**src/rtl/cbd_pkg.sv**
```systemverilog
// ----------------------------------------------------------------------------
// cbd_pkg
// Types, character constants and the hex digit decoder shared by the
// chunked body decoder modules.
// ----------------------------------------------------------------------------
package cbd_pkg;

	typedef struct packed {
		logic [7:0] data_byte;
		logic       first_of_request;
	} req_t;

	typedef struct packed {
		logic [7:0] payload_byte;
		logic       end_of_body;
	} body_t;

	// one possible result of a parser step
	typedef struct packed {
		logic  valid;
		body_t data;
	} res_t;

	typedef enum logic [2:0] {
		PH_HEADER,
		PH_SIZE,
		PH_SKIP_PRE,
		PH_DATA,
		PH_SKIP_POST,
		PH_DONE
	} phase_t;

	typedef struct packed {
		logic       ok;
		logic [3:0] digit;
	} hex_t;

	localparam logic [7:0] CH_CR = 8'h0D;
	localparam logic [7:0] CH_LF = 8'h0A;
	localparam logic [7:0] CH_0  = 8'h30;
	localparam logic [7:0] CH_9  = 8'h39;
	localparam logic [7:0] CH_LA = 8'h61;
	localparam logic [7:0] CH_LF_HEX = 8'h66;
	localparam logic [7:0] CH_UA = 8'h41;
	localparam logic [7:0] CH_UF = 8'h46;

	// offsets that map a letter onto its digit value (a -> 10)
	localparam logic [7:0] LC_BIAS = 8'h57;
	localparam logic [7:0] UC_BIAS = 8'h37;

	// index of the last byte of the CR LF CR LF header terminator
	localparam logic [1:0] HDR_LAST = 2'd3;

	// bytes skipped after a chunk's payload (CR LF)
	localparam logic [1:0] POST_SKIP = 2'd2;

	function automatic hex_t hex_decode(input logic [7:0] b);
		hex_t       h;
		logic [7:0] v;
		h = '0;
		v = '0;
		case (b) inside
			[CH_0:CH_9]: begin
				v = b - CH_0;
				h.ok = 1'b1;
			end
			[CH_LA:CH_LF_HEX]: begin
				v = b - LC_BIAS;
				h.ok = 1'b1;
			end
			[CH_UA:CH_UF]: begin
				v = b - UC_BIAS;
				h.ok = 1'b1;
			end
			default: begin
				v = '0;
				h.ok = 1'b0;
			end
		endcase
		h.digit = v[3:0];
		return h;
	endfunction

endpackage

```
**src/rtl/cbd_parser.sv**
```systemverilog
// ----------------------------------------------------------------------------
// cbd_parser
// Parse state of the request stream: header terminator match, chunk size
// accumulation, skips and payload counting. State moves once per step.
// ----------------------------------------------------------------------------
module cbd_parser import cbd_pkg::*; #(
	parameter int SIZE_BITS = 32
) (
	input  logic clk,
	input  logic arst_n,
	input  logic step,
	input  req_t item,
	output res_t res
);

	phase_t               phase_q, phase_d, cur_phase;
	logic [1:0]           match_q, match_d, cur_match;
	logic [SIZE_BITS-1:0] acc_q, acc_d, cur_acc;
	logic [SIZE_BITS-1:0] rem_q, rem_d, cur_rem;
	logic [1:0]           skip_q, skip_d, cur_skip;
	hex_t                 hex;
	logic [7:0]           want;

	// a request start acts on this byte as if from reset
	always_comb begin
		cur_phase = item.first_of_request ? PH_HEADER : phase_q;
		cur_match = item.first_of_request ? 2'd0 : match_q;
		cur_acc   = item.first_of_request ? '0 : acc_q;
		cur_rem   = item.first_of_request ? '0 : rem_q;
		cur_skip  = item.first_of_request ? 2'd0 : skip_q;
		hex       = hex_decode(item.data_byte);
		want      = cur_match[0] ? CH_LF : CH_CR;
	end

	// next state
	always_comb begin
		phase_d = cur_phase;
		match_d = cur_match;
		acc_d   = cur_acc;
		rem_d   = cur_rem;
		skip_d  = cur_skip;
		case (cur_phase)
			PH_HEADER: begin
				if (item.data_byte == want) begin
					if (cur_match == HDR_LAST) begin
						phase_d = PH_SIZE;
						match_d = 2'd0;
						acc_d   = '0;
					end else begin
						match_d = cur_match + 2'd1;
					end
				end else begin
					match_d = (item.data_byte == CH_CR) ? 2'd1 : 2'd0;
				end
			end
			PH_SIZE: begin
				if (hex.ok) begin
					// saturate once another digit would overflow
					if (cur_acc[SIZE_BITS-1 -: 4] != 4'd0)
						acc_d = '1;
					else
						acc_d = {cur_acc[SIZE_BITS-5:0], hex.digit};
				end else if (cur_acc == '0) begin
					phase_d = PH_DONE;
				end else begin
					rem_d   = cur_acc;
					skip_d  = 2'd1;
					phase_d = PH_SKIP_PRE;
				end
			end
			PH_SKIP_PRE: begin
				if (cur_skip > 2'd1) begin
					skip_d = cur_skip - 2'd1;
				end else begin
					skip_d  = 2'd0;
					phase_d = PH_DATA;
				end
			end
			PH_DATA: begin
				if (cur_rem > SIZE_BITS'(1)) begin
					rem_d = cur_rem - SIZE_BITS'(1);
				end else begin
					rem_d   = '0;
					skip_d  = POST_SKIP;
					phase_d = PH_SKIP_POST;
				end
			end
			PH_SKIP_POST: begin
				if (cur_skip > 2'd1) begin
					skip_d = cur_skip - 2'd1;
				end else begin
					skip_d  = 2'd0;
					acc_d   = '0;
					phase_d = PH_SIZE;
				end
			end
			default: begin
				phase_d = cur_phase;
			end
		endcase
	end

	// result of this step
	always_comb begin
		res = '0;
		case (cur_phase)
			PH_SIZE: begin
				if (!hex.ok && cur_acc == '0) begin
					res.valid            = 1'b1;
					res.data.end_of_body = 1'b1;
				end
			end
			PH_DATA: begin
				res.valid             = 1'b1;
				res.data.payload_byte = item.data_byte;
			end
			default: begin
				res.valid = 1'b0;
			end
		endcase
	end

	always_ff @(posedge clk or negedge arst_n) begin
		if (!arst_n) begin
			phase_q <= PH_HEADER;
			match_q <= 2'd0;
			acc_q   <= '0;
			rem_q   <= '0;
			skip_q  <= 2'd0;
		end else if (step) begin
			phase_q <= phase_d;
			match_q <= match_d;
			acc_q   <= acc_d;
			rem_q   <= rem_d;
			skip_q  <= skip_d;
		end
	end

`ifndef NO_ASSERTIONS
	a_end_enters_done: assert property (@(posedge clk) disable iff (!arst_n)
		step && res.valid && res.data.end_of_body |=> phase_q == PH_DONE)
		else $error("end of body did not enter done phase");

	a_data_has_bytes: assert property (@(posedge clk) disable iff (!arst_n)
		phase_q == PH_DATA |-> rem_q != '0)
		else $error("data phase with no bytes remaining");

	a_done_size_zero: assert property (@(posedge clk) disable iff (!arst_n)
		phase_q == PH_DONE |-> acc_q == '0)
		else $error("done phase with nonzero size");
`endif

endmodule

```
**src/rtl/cbd_out_reg.sv**
```systemverilog
// ----------------------------------------------------------------------------
// cbd_out_reg
// Result register: holds one decoded beat until the sink takes it and
// reports when a new step may load it.
// ----------------------------------------------------------------------------
module cbd_out_reg import cbd_pkg::*; (
	input  logic  clk,
	input  logic  arst_n,
	input  logic  load,
	input  res_t  res,
	output logic  free,
	output logic  valid,
	input  logic  ready,
	output body_t data
);

	logic  valid_q;
	body_t data_q;

	assign free  = !valid_q || ready;
	assign valid = valid_q;
	assign data  = data_q;

	always_ff @(posedge clk or negedge arst_n) begin
		if (!arst_n) begin
			valid_q <= 1'b0;
		end else if (load) begin
			valid_q <= res.valid;
		end else if (ready) begin
			valid_q <= 1'b0;
		end
	end

	always_ff @(posedge clk) begin
		if (load && res.valid)
			data_q <= res.data;
	end

`ifndef NO_ASSERTIONS
	a_end_payload_zero: assert property (@(posedge clk) disable iff (!arst_n)
		valid_q && data_q.end_of_body |-> data_q.payload_byte == 8'd0)
		else $error("end of body beat carries a payload byte");
`endif

endmodule

```
**src/rtl/http_chunked_body_decoder.sv**
```systemverilog
// A request stream enters one byte per beat; body beats leave carrying the
// decoded payload, and a final beat with end_of_body set marks the zero-size
// chunk. One byte is accepted every cycle while the sink keeps up; a byte
// enters the input register when it is accepted, and the parse step loads
// its beat into the result register once that register is free.
// Throughput is set by the single parse step per cycle, whose longest path is
// the SIZE_BITS-wide chunk counter decrement and compare.
// ----------------------------------------------------------------------------
// http_chunked_body_decoder
// Top level: input register, chunked transfer parser and result register.
// ----------------------------------------------------------------------------
module http_chunked_body_decoder import cbd_pkg::*; #(
	parameter int SIZE_BITS = 32
) (
	input  logic  clk,
	input  logic  arst_n,
	input  logic  req_valid,
	output logic  req_ready,
	input  req_t  req,
	output logic  body_valid,
	input  logic  body_ready,
	output body_t body
);

	logic valid_s1;
	req_t data_s1;
	logic step;
	logic free;
	res_t res;

	// advance the held byte whenever the result register can take its outcome
	assign step      = valid_s1 && free;
	assign req_ready = !valid_s1 || free;

	always_ff @(posedge clk or negedge arst_n) begin
		if (!arst_n) begin
			valid_s1 <= 1'b0;
		end else if (req_ready) begin
			valid_s1 <= req_valid;
		end
	end

	always_ff @(posedge clk) begin
		if (req_valid && req_ready)
			data_s1 <= req;
	end

	cbd_parser #(
		.SIZE_BITS(SIZE_BITS)
	) u_parser (
		.clk   (clk),
		.arst_n(arst_n),
		.step  (step),
		.item  (data_s1),
		.res   (res)
	);

	cbd_out_reg u_out (
		.clk   (clk),
		.arst_n(arst_n),
		.load  (step),
		.res   (res),
		.free  (free),
		.valid (body_valid),
		.ready (body_ready),
		.data  (body)
	);

`ifndef NO_ASSERTIONS
	a_stall_holds_byte: assert property (@(posedge clk) disable iff (!arst_n)
		!req_ready |-> valid_s1 && body_valid)
		else $error("input stalled with nothing held");
`endif

endmodule

```
**config.mk**
```make
export PLATFORM = sky130hd
export DESIGN_NAME = http_chunked_body_decoder
export DESIGN_NICKNAME = d
export VERILOG_FILES = /design/src/rtl/cbd_pkg.sv /design/src/rtl/cbd_parser.sv /design/src/rtl/cbd_out_reg.sv /design/src/rtl/http_chunked_body_decoder.sv
export SDC_FILE = /design/constraint.sdc
export NUM_CORES = 1
export LEC_CHECK = 0
export BUFFER_PORTS_ARGS = -buffer_cell sky130_fd_sc_hd__buf_2
export CAP_MARGIN = 10
export CELL_PAD_IN_SITES_DETAIL_PLACEMENT = 1
export CELL_PAD_IN_SITES_GLOBAL_PLACEMENT = 2
export CORE_MARGIN = 2
export CORE_UTILIZATION = 40
export DETAILED_ROUTE_END_ITERATION = 8
export PLACE_DENSITY = 0.81
export SLEW_MARGIN = 10
export SYNTH_ARGS = -nofsm -noshare
export SYNTH_HDL_FRONTEND = slang
export SYNTH_SLANG_ARGS = --single-unit
```
**constraint.sdc**
```tcl
create_clock -name clk -period 4.8 [get_ports clk]
set_clock_uncertainty 0.2 [all_clocks]
set_input_delay 0.48 -clock clk [delete_from_list [all_inputs] [get_ports clk]]
set_output_delay 0.48 -clock clk [all_outputs]
set_load 0.005 [all_outputs]
```
==> results of run 1 <==
-- power breakdown --
| group | leakage (uW) | internal, uW | switching (uW) |
|---|---|---|---|
| logic | 0.00109 | 201 | 405 |
| clock network | 0.000147 | 398 | 327 |
| registers | 0.00119 | 819 | 47.2 |
-- through the flow --
stage,instance area [um^2],cells,power (uW),setup slack [ps],hold WS (ps)
floorplan,5370,573,1300,1370,-15.6
global placement,5590,738,1460,1190,257
detailed placement,5590,738,1470,1090,278
CTS,5880,754,2190,1080,89.9
global route,5890,755,2300,851,91.6
finish,5890,755,2200,1080,62.1
-- metal layers --
metal  part of all wire  vias to the layer above  global-route usage
li1                   -                     2193                   -
met4              0.018                        0              0.0912
met2               0.44                      147               0.373
met5                  0                        -                   0
met3              0.049                       19              0.0323
met1               0.49                     2462               0.381
-- final cells by class --
class | count | area (um^2) | area share
Timing Repair Buffer | 33 | 190 | 0.0323
Sequential cell | 91 | 2370 | 0.402
Clock buffer | 11 | 264 | 0.0448
Clock inverter | 5 | 32.5 | 0.00552
Multi-Input combinational cell | 430 | 2780 | 0.472
Inverter | 9 | 33.8 | 0.00574
Tap cell | 176 | 220 | 0.0374
-- cell usage in the layout (no fill, tap or decap), types with 11 or more instances in the layout --
| master | instances |
|---|---|
| a21oi_1 | 25 |
| a221o_1 | 14 |
| and2_1 | 11 |
| buf_2 | 22 |
| dfrtp_1 | 73 |
| edfxtp_1 | 18 |
| nand2_1 | 32 |
| nor2_1 | 74 |
| nor3_1 | 24 |
| nor4_1 | 14 |
| o21ai_0 | 27 |
| o2bb2ai_1 | 33 |
| xnor2_1 | 12 |
-- sequential cells by signal, indices dropped and copies added (netlist names) --
name and count:
data_s1 9, u_parser.rem_q 32, u_parser.match_q 2, valid_s1 1, u_parser.acc_q 32, u_parser.phase_q 3, u_parser.skip_q 2, u_out.data 9
u_out.valid 1
-- path summary, 6_finish.rpt --
path,start,endpoint,slack [ps]
max,u_parser.acc_q[28],u_out.data[4],1080
min,arst_n,u_parser.skip_q[1],60
max reg2reg,u_parser.acc_q[28],u_out.data[4],1080
min reg2reg,u_parser.match_q[1],u_parser.match_q[1],290
max in group asynchronous,arst_n,u_parser.rem_q[2],3680
min in group clk,req[2],data_s1[2],100
-- worst max-delay path, stage by stage (launching register included) --
cell	delay, ps
dfrtp_1	400
or4_1	520
buf_4	240
or2_1	280
or4_1	600
a2111oi_4	480
nor2_1	80
nor2_1	560
-- logic make-up (layout without fill, tap and decap cells) --
logic type	after synthesis	count (layout)	synth area share
and+or+nand+nor	221	221	0.209
adders and majority gates	7	7	0.0163
DFF	91	91	0.441
buffers and inverters	52	58	0.0421
AOI/OAI and AO/OA	184	184	0.262
xor gates and xnor gates	14	14	0.0228
muxes	4	4	0.00745
==> reports/qor.yml, run 1 <==
power:
  peakVddDrop_mv: 0.227
  cellLeakagePower_uw: 0.00242
  p_per_area_nw_per_um2: 373
synth:
  synth_most_common_cell: "nor2_1"
  synth_edf_count: 18
  ys_seq_area_frac: 0.441
  syn_area_per_cell_um2: 9.38
  synth_seq_cells: 91
  synth-main-ff-cell: "dfrtp_1"
  async_flop_share: 0.802
  synth_nets: 593
  synthTopCellsByCount: "74 x nor2_1, 73 x dfrtp_1, 33 x o2bb2ai_1"
  ys_warn_count: 0
  syn_inst: 573
  synth_cell_types: 72
  yosys.area.top_type_share: 0.340
  yosysTopAreaCell: "dfrtp_1"
  yosys-top-cells-area: "dfrtp_1 34%, edfxtp_1 10%, o2bb2ai_1 5.4%"
  netlist_area_um2: 5370
clock_network:
  cts_setup_buffers: 0
  cts_buffers: 9
  ctsHoldBuffers: 0
  post_cts_resized: 0
  root_buffer: "clkbuf_16"
  htreeDepth: 3
  clk_latency_ps: 360
  clock-sinks: 91
  cts_buffer_depth: 2
  clkTransAtPathRegs_ps: 70
  cts_tree: "built"
run:
  max_cap_viol_count: 0
sta:
  period_share: 0.776
  period_needed_ps: 3720
  rsz0062_at_grt: "false"
  setup_viol: 0
  clock.fmax_mhz: 268
  tightest_slew_ps: 983
  finalHoldViolCount: 0
  finalSetupTns_ps: 0
  slew_headroom: 0.345
  maxSlewViolCount: 0
detailed_routing:
  vias: 4821
  first_pass_iters: 5
  drt-total-wl_mm: 17.6
  routedWlPerCell_um: 23.4
  vias_per_cell: 6.39
  drc_errors: 0
  first_iter_violations: 361
  detail-route-antenna-nets: 0
outcome:
  status: "completed"
floorplanning:
  io_pins: 24
  die_h_um: 120
  core_um2: 13200
  rows: 42
  die_x_um: 120
  start_util: 0.407
  die-area_um2: 14400
setup_path:
  worst-r2r-cell-count: 7
  end_kind: "flip-flop"
  required_ps: 4590
  cp-start-kind: "flip-flop"
  worstSetupPathType: "flip-flop to flip-flop"
  path_max_fanout: 29
  arrival_ps: 3520
global_route:
  grt.overflow.total: 0
  grt_pass1_wl_mm: 27.9
  grt_max_degree: 74
  grt_pass1_vias: 4816
  antenna_found_initial: 0
  grt_util_all_layers: 0.254
finish:
  synthToLayoutAreaGrowth_pct: 9.59
  postLayoutCoreUtil: 0.447
  n_antenna_cell: 0
  fin_nets: 594
  drive_gt1_frac: 0.109
  fillerInstances: 1524
place:
  hpwl_mm: 12.3
  port_buffers: 23
  place_congestion: 0.875
hold_path:
  hold_class: "primary input to asynchronous set/reset pin"
Power figures use the tool's default switching activity.
==> inputs of run 2 (changes only) <==
==> constraint.sdc (replaced) <==
create_clock -name clk -period 3.9 [get_ports clk]
set_clock_uncertainty 0.2 [all_clocks]
set_input_delay 0.39 -clock clk [delete_from_list [all_inputs] [get_ports clk]]
set_output_delay 0.39 -clock clk [all_outputs]
set_load 0.005 [all_outputs]
==> reports/qor.yml, run 2 (synthesis gave the netlist of run 1 again) <==
finish:
  final_area_um2: 5980  # +1.6%
  reg_top3: "u_parser.acc_q x32, u_parser.rem_q x32"
  n_antenna_cell: 0  # unchanged
  fin_nets: 606  # +2.0%
  postLayoutCoreUtil: 0.453  # +0.00692
  fillerInstances: 1531  # +0.46%
  final_common_cell: "nor2_1"
  final_cell_mix: "74 x nor2_1, 73 x dfrtp_1, 33 x o2bb2ai_1"
  drive_gt1_frac: 0.119  # +0.00984
  synthToLayoutAreaGrowth_pct: 11.3
sta:
  slew_headroom: 0.334  # -0.0105
  worst_hold_slack_ps: -22.3  # -84.4 ps
  period_needed_ps: 3520  # -209 ps
  period_share: 0.901  # +0.125
  timing.final.ws_setup_ps: 384  # -691 ps
  maxSlewViolCount: 0  # unchanged
  clock.fmax_mhz: 284  # +5.9%
  setup_viol: 0  # unchanged
  finalHoldViolCount: 16  # +16
  finalSetupTns_ps: 0  # unchanged
  tightest_slew_ps: 999  # +15.7 ps
  rsz0062_at_grt: "false"
global_route:
  grt_pass1_wl_mm: 29.0  # +3.9%
  grt_util_all_layers: 0.265  # +0.0114
  grt.overflow.total: 0  # unchanged
  grt_pass1_vias: 4993  # +3.7%
  antenna_found_initial: 0  # unchanged
  grt_max_degree: 74  # unchanged
hold_path:
  hold_class: "primary input to asynchronous set/reset pin"
floorplanning:
  rows: 42  # unchanged
  die-area_um2: 14400  # unchanged
  core_um2: 13200  # unchanged
  die_h_um: 120  # unchanged
  io_pins: 24  # unchanged
  start_util: 0.407  # unchanged
  die_x_um: 120  # unchanged
detailed_routing:
  route.met2.wl_mm: 8.07  # +3.3%
  routedWlPerCell_um: 23.5  # +0.84%
  dr.max_layer_used: "met4"
  drc_errors: 0  # unchanged
  vias: 4890  # +1.4%
  first_iter_violations: 440  # +22%
  drt-total-wl_mm: 18.0  # +2.3%
  wl_met3_mm: 1.15  # +35%
  detail-route-antenna-nets: 0  # unchanged
  m1WireLength_mm: 8.43  # -2.5%
  first_pass_iters: 7  # +2
  vias_per_cell: 6.38  # about the same
clock_network:
  clkTransAtPathRegs_ps: 70  # about the same
  cts_buffer_depth: 2  # unchanged
  clock-sinks: 91  # unchanged
  root_buffer: "clkbuf_16"
  clk_latency_ps: 350  # about the same
  cts_buffers: 9  # unchanged
  htreeDepth: 3  # unchanged
  cts_tree: "built"
  post_cts_resized: 0  # unchanged
outcome:
  status: "finished with violations"
  violations: "negative hold slack"
setup_path:
  r2r_start: "data_s1[1]"
  startpoint: "data_s1[1]"
  cp-start-kind: "flip-flop"
  path_max_fanout: 13  # -55%
  worstSetupPathType: "flip-flop to flip-flop"
  arrival_ps: 3550  # +30 ps
  end_kind: "flip-flop"
  required_ps: 3930  # -660 ps
power:
  p_per_area_nw_per_um2: 458  # +23%
  p_int_uw: 1770  # +25%
  clkPwrFrac: 0.326  # -0.004
  swShare: 0.353  # -0.00200
  pwr-share-seq: 0.390  # -0.004
  p_comb_frac: 0.284  # +0.008
  peakVddDrop_mv: 0.192  # -15%
  p_switching_uw: 966  # +24%
  cellLeakagePower_uw: 0.00247  # +2.0%
place:
  place_area_um2: 5660  # +1.3%
  port_buffers: 23  # unchanged
  place_congestion: 0.904  # +3.3%
  hpwl_mm: 12.7  # +3.4%
  post-place-ws_ps: 371  # -720 ps
run:
  max_cap_viol_count: 0  # unchanged
[run 2: routing by layer]
metal,vias to the layer above,global-route usage
met2,153,0.390
met4,0,0.0919
met5,-,0
li1,2222,-
met3,27,0.0528
met1,2488,0.387
[run 2: stage by stage]
stage | instances | total power [uW]
final | 766 | 2740
after global routing | 766 | 2870
after CTS | 765 | 2740
after detailed placement | 748 | 1840
after global placement | 748 | 1840
after floorplan | 573 | 1600
[run 2: worst paths after layout]
kind	depth (start not counted)	endpoint	slack, ps
min in group clk	1	data_s1[8]	10
hold reg to reg	1	u_parser.skip_q[0]	290
setup / recovery	8	u_parser.rem_q[17]	380
max in group asynchronous	1	u_parser.acc_q[5]	2850
setup reg to reg	8	u_parser.rem_q[17]	380
hold / removal	1	u_parser.skip_q[0]	-20
[run 2: area by class of cell]
cell class / instances / area (um^2) / area share
multi-input cells: 430 / 2780 / 0.465
flip-flops and latches: 91 / 2370 / 0.396
repair buffers: 45 / 290 / 0.0485
clock buffers: 11 / 236 / 0.0395
well taps: 176 / 220 / 0.0368
clock inverters: 4 / 51.3 / 0.00858
inverters: 9 / 33.8 / 0.00565
[run 2: critical path, stage by stage, from the launching register on]
cell	delay, ps
edfxtp_1	510
inv_1	180
ha_1	180
or3b_2	450
nand4b_1	160
o21ai_2	200
o21ai_0	530
nand2_1	490
a221o_1	480
[run 2: power by group through the flow]
stage               logic [uW]  clock network (uW)  registers, uW
CTS                        768                 908           1070
global placement           754                   0           1080
detailed placement         760                   0           1080
global route               849                 946           1070
floorplan                  539                   0           1060
finish                     779                 893           1070
[run 2: repair_timing]
action / CTS / global route
endpoints found under the hold margin: 2 / 1
endpoints found under the setup margin: 0 / 0
hold buffers: 2 / 1
setup buffers: 0 / 0
